### src/rtl/core/lrq_pkg.sv
// Shared constants, codes and control types of the line-assembling ring queue.
package lrq_pkg;

    localparam int LINE_SLOTS_DEF = 8;
    localparam int LINE_MAX_DEF   = 256;

    localparam int MODE_W   = 2;
    localparam int CHAR_W   = 8;
    localparam int POS_W    = 8;
    localparam int LEN_W    = 8;
    localparam int STATUS_W = 3;

    localparam logic [MODE_W-1:0] MODE_PUSH    = 2'd0;
    localparam logic [MODE_W-1:0] MODE_READ    = 2'd1;
    localparam logic [MODE_W-1:0] MODE_RELEASE = 2'd2;
    localparam logic [MODE_W-1:0] MODE_NOP     = 2'd3;

    localparam logic [STATUS_W-1:0] ST_STORED    = 3'd0;
    localparam logic [STATUS_W-1:0] ST_COMMIT    = 3'd1;
    localparam logic [STATUS_W-1:0] ST_FULL      = 3'd2;
    localparam logic [STATUS_W-1:0] ST_OVERFLOW  = 3'd3;
    localparam logic [STATUS_W-1:0] ST_EMPTYLINE = 3'd4;
    localparam logic [STATUS_W-1:0] ST_NOTPUSH   = 3'd5;

    localparam logic [CHAR_W-1:0] CHAR_LF  = 8'h0A;
    localparam logic [CHAR_W-1:0] CHAR_CR  = 8'h0D;
    localparam logic [CHAR_W-1:0] CHAR_NUL = 8'h00;

    // Commands from the controller to the datapath.
    typedef struct packed {
        logic capture;   // latch the input beat
        logic exec;      // apply the item to the queue state and memories
        logic rd_issue;  // launch the memory reads for the result
        logic load;      // fill the output register
    } t_cmd;

    // Status from the datapath to the controller.
    typedef struct packed {
        logic out_free;  // output register empty or being taken this cycle
    } t_sts;

endpackage

### src/rtl/core/lrq_ctrl.sv
// Sequencing state machine: accept, execute, read, deliver.
module lrq_ctrl (
    input  logic          i_clk,
    input  logic          i_rst_n,
    input  logic          i_in_valid,
    output logic          o_in_stall,
    input  lrq_pkg::t_sts i_sts,
    output lrq_pkg::t_cmd o_cmd
);

    localparam logic [1:0] S_IDLE = 2'd0;
    localparam logic [1:0] S_EXEC = 2'd1;
    localparam logic [1:0] S_RADR = 2'd2;
    localparam logic [1:0] S_RDAT = 2'd3;

    logic [1:0] r_state;
    logic [1:0] n_state;

    always_comb begin
        n_state = r_state;
        o_cmd   = '0;
        unique case (r_state)
            S_IDLE: begin
                if (i_in_valid) begin
                    o_cmd.capture = 1'b1;
                    n_state       = S_EXEC;
                end
            end
            S_EXEC: begin
                o_cmd.exec = 1'b1;
                n_state    = S_RADR;
            end
            S_RADR: begin
                o_cmd.rd_issue = 1'b1;
                n_state        = S_RDAT;
            end
            S_RDAT: begin
                // hold the read data until the output register frees up
                if (i_sts.out_free) begin
                    o_cmd.load = 1'b1;
                    n_state    = S_IDLE;
                end
            end
            default: n_state = S_IDLE;
        endcase
    end

    always_ff @(posedge i_clk) begin
        if (!i_rst_n) begin
            r_state <= S_IDLE;
        end else begin
            r_state <= n_state;
        end
    end

    assign o_in_stall = (r_state != S_IDLE);

endmodule

### config.mk
export PLATFORM = sky130hd
export DESIGN_NAME = lrq_ctrl
export DESIGN_NICKNAME = d
export VERILOG_FILES = /design/src/rtl/core/lrq_pkg.sv /design/src/rtl/core/lrq_ctrl.sv
export SDC_FILE = /design/constraint.sdc
export NUM_CORES = 1
export LEC_CHECK = 0
export ABC_AREA = 1
export ABC_CLOCK_PERIOD_IN_PS = 3700
export BUFFER_PORTS_ARGS = -buffer_cell sky130_fd_sc_hd__buf_2
export CAP_MARGIN = 20
export CORE_AREA = 2 2 39 41
export CTS_CLUSTER_SIZE = 14
export DETAILED_ROUTE_END_ITERATION = 10
export DIE_AREA = 0 0 41 43
export HOLD_SLACK_MARGIN = 0.03
export PLACE_DENSITY = 0.34
export SETUP_SLACK_MARGIN = 0.1
export SYNTH_ARGS = -nofsm -noshare
export SYNTH_HDL_FRONTEND = slang
export SYNTH_SLANG_ARGS = --single-unit
### constraint.sdc
create_clock -name i_clk -period 3.7 [get_ports i_clk]
set_clock_uncertainty 0.2 [all_clocks]
set_input_delay 0.185 -clock i_clk [delete_from_list [all_inputs] [get_ports i_clk]]
set_output_delay 0.185 -clock i_clk [all_outputs]
set_load 0.01 [all_outputs]
==> qor.txt <==
initial antenna violation count = 0
Worst-Skew Late Latency = 0.22 ns
min Tclk post-route = 1.537 ns
vias in the first global route = 187
wire per inst = 6.446 µm
GRT Residual Overflow = 0
LEAKAGE = 0.1759 nW
Detailed Route Iter0 Violations = 5
vias per cell = 3.357
largest net degree at the start of global routing = 5
Die Height = 43 µm
top cells by area, synth = ha_1, dfxtp_1, inv_1, nand2_1, nor2_1
outcome = complete, no violations
Post-CTS Hold Fix Bufs = 1
most used cell along the critical path = inv_1
first-pass GRT wire length = 648 µm
final hold vios = 0
Synth cell types = 9
max cap viols = 0
Slowest Stage Delay on Critical Path = 0.37 ns
Max IR drop VDD = 267.1 µV
type of the worst setup path = reg2out
Slew Limit Fails = 0
placed cell count = 52
cts repair resizes = 0
syn_nets = 37
FFs w/ async S/R, synth = 0
Synth Instances = 28
TritonRoute pass-1 iters = 2
Residual DRC = 0
cts bufs inserted = 3
worst-path fanout max = 4
Util after Layout = 0.2043
Critical Path AT = 1.15 ns
area of placed instances = 250.2 µm²
Critical-path top delay cell = dfxtp_1
most frequent cells after synthesis = inv_1, ha_1, nand2_1
post-synthesis sequential area ratio = 0.2105
Synth Warn # = 0
Post-Layout Cell Count = 56
WHS = 0.1574 ns
Slew HR = 0.9021
Starting Density = 0.1374
CP bufs+invs = 3
gp weighted congestion = 0.6411
Setup TNS Final = 0 ns
synthesized area = 190.2 µm²
Design Area, Final = 282.8 µm²
Mapped Avg Cell Area = 6.792 µm²
Biggest register = r_state
max FFs per register = 2
DRT antenna net count = 0
most frequent cell after synthesis = inv_1
CP cell instances = inv_1 -> ha_1 -> nand2_1 -> inv_1 -> buf_2
Post-CTS Setup Inserts = 0
ANT cells = 0
biggest regs = r_state x2
Chip Width = 41 µm
Final Cycle Share = 0.4154
Req. time, crit path = 3.31 ns
HP Class = in2reg
fmax = 0.6507 GHz
post-DP HPWL = 289.6 µm
Synth area leader = ha_1
Port-buffer cells = 8
# IOs = 9
PD cells = 723.0 mW/mm²
clk root buf = clkbuf_4
vias post-DR = 188
dpl ws = 2.384 ns
num rows = 14
clk sinks = 2
Tightest Pin Transition = 0.1467 ns
H-tree depth = 1
CTS tree = done
Yosys top cell area share = 0.3289
final setup fails = 0
RSZ-0062 raised after global routing = false
CP Launch Type = flip-flop
area of the core = 0.001384 mm²
Area Growth Syn to Fin = 48.68%
CTS clk-pin slew, worst paths = 0.03 ns
synthesized flop and latch total = 2
Final WS setup = 2.163 ns
fraction of layout cells with a size suffix above 1 = 0.3250
CP top delay family = flip-flops
endpoint class of the critical path = output port
die area = 0.001763 mm²
Post-synth EDFFs = 0
Tot Pwr = 0.2045 mW
gr usage total = 0.05906
total wire length = 361 µm
ys flop type = dfxtp_1
Max clock buf depth = 2
Total Nets Final = 51
power by group:
part           switching (mW)  internal (mW)  total (mW)
Clock                  0.0118         0.0357      0.0475
Sequential             0.0108         0.0317      0.0425
Combinational          0.0643         0.0501       0.114
logic make-up after synthesis:
family / count (synthesis) / synth area share
and+or+nand+nor: 11 / 0.2435
AOI/OAI and AO/OA: 2 / 0.05263
adders and majority gates: 5 / 0.3289
buffers and inverters: 8 / 0.1645
DFF: 2 / 0.2105
routing by layer:
layer,up-vias,GRT usage,wire (µm)
li1,105,-,-
met1,76,0.06051,186
met3,0,0.06283,29
met2,7,0.07813,145
met4,0,0.02000,0
met5,-,0,0
layout by cell type (no fill, tap or decap):
cell type,synthesis,routed
a21oi_1,2,2
buf_2,0,8
clkbuf_4,0,3
clkinvlp_2,1,1
dfxtp_1,2,2
dlygate4sd3_1,0,1
ha_1,5,5
inv_1,7,7
nand2_1,5,5
nand2_2,1,1
nand3_1,2,2
nor2_1,3,3
final timing paths:
kind                    from    endpoint  slack (ns)  depth (start not counted)
setup / recovery  r_state[0]    o_cmd[3]        2.16                          5
hold / removal    i_in_valid  r_state[1]        0.16                          5
setup reg to reg  r_state[0]  r_state[0]        2.39                          6
hold reg to reg   r_state[1]  r_state[1]        0.34                          2
area by class of cell:
| class | count | area [µm²] |
|---|---|---|
| multi-input cells | 18 | 118.9 |
| clock buffers | 3 | 22.52 |
| flip-flops and latches | 2 | 40.04 |
| well taps | 16 | 20.02 |
| fillers | 163 | 1101 |
| repair buffers | 9 | 50.05 |
| inverters | 8 | 31.28 |
worst min-delay path, cell delays in order:
cell and delay, ns:
buf_2 0.08, inv_1 0.04, nand2_2 0.08, a21oi_1 0.07
nor2_1 0.09
Power figures use the tool's default switching activity.
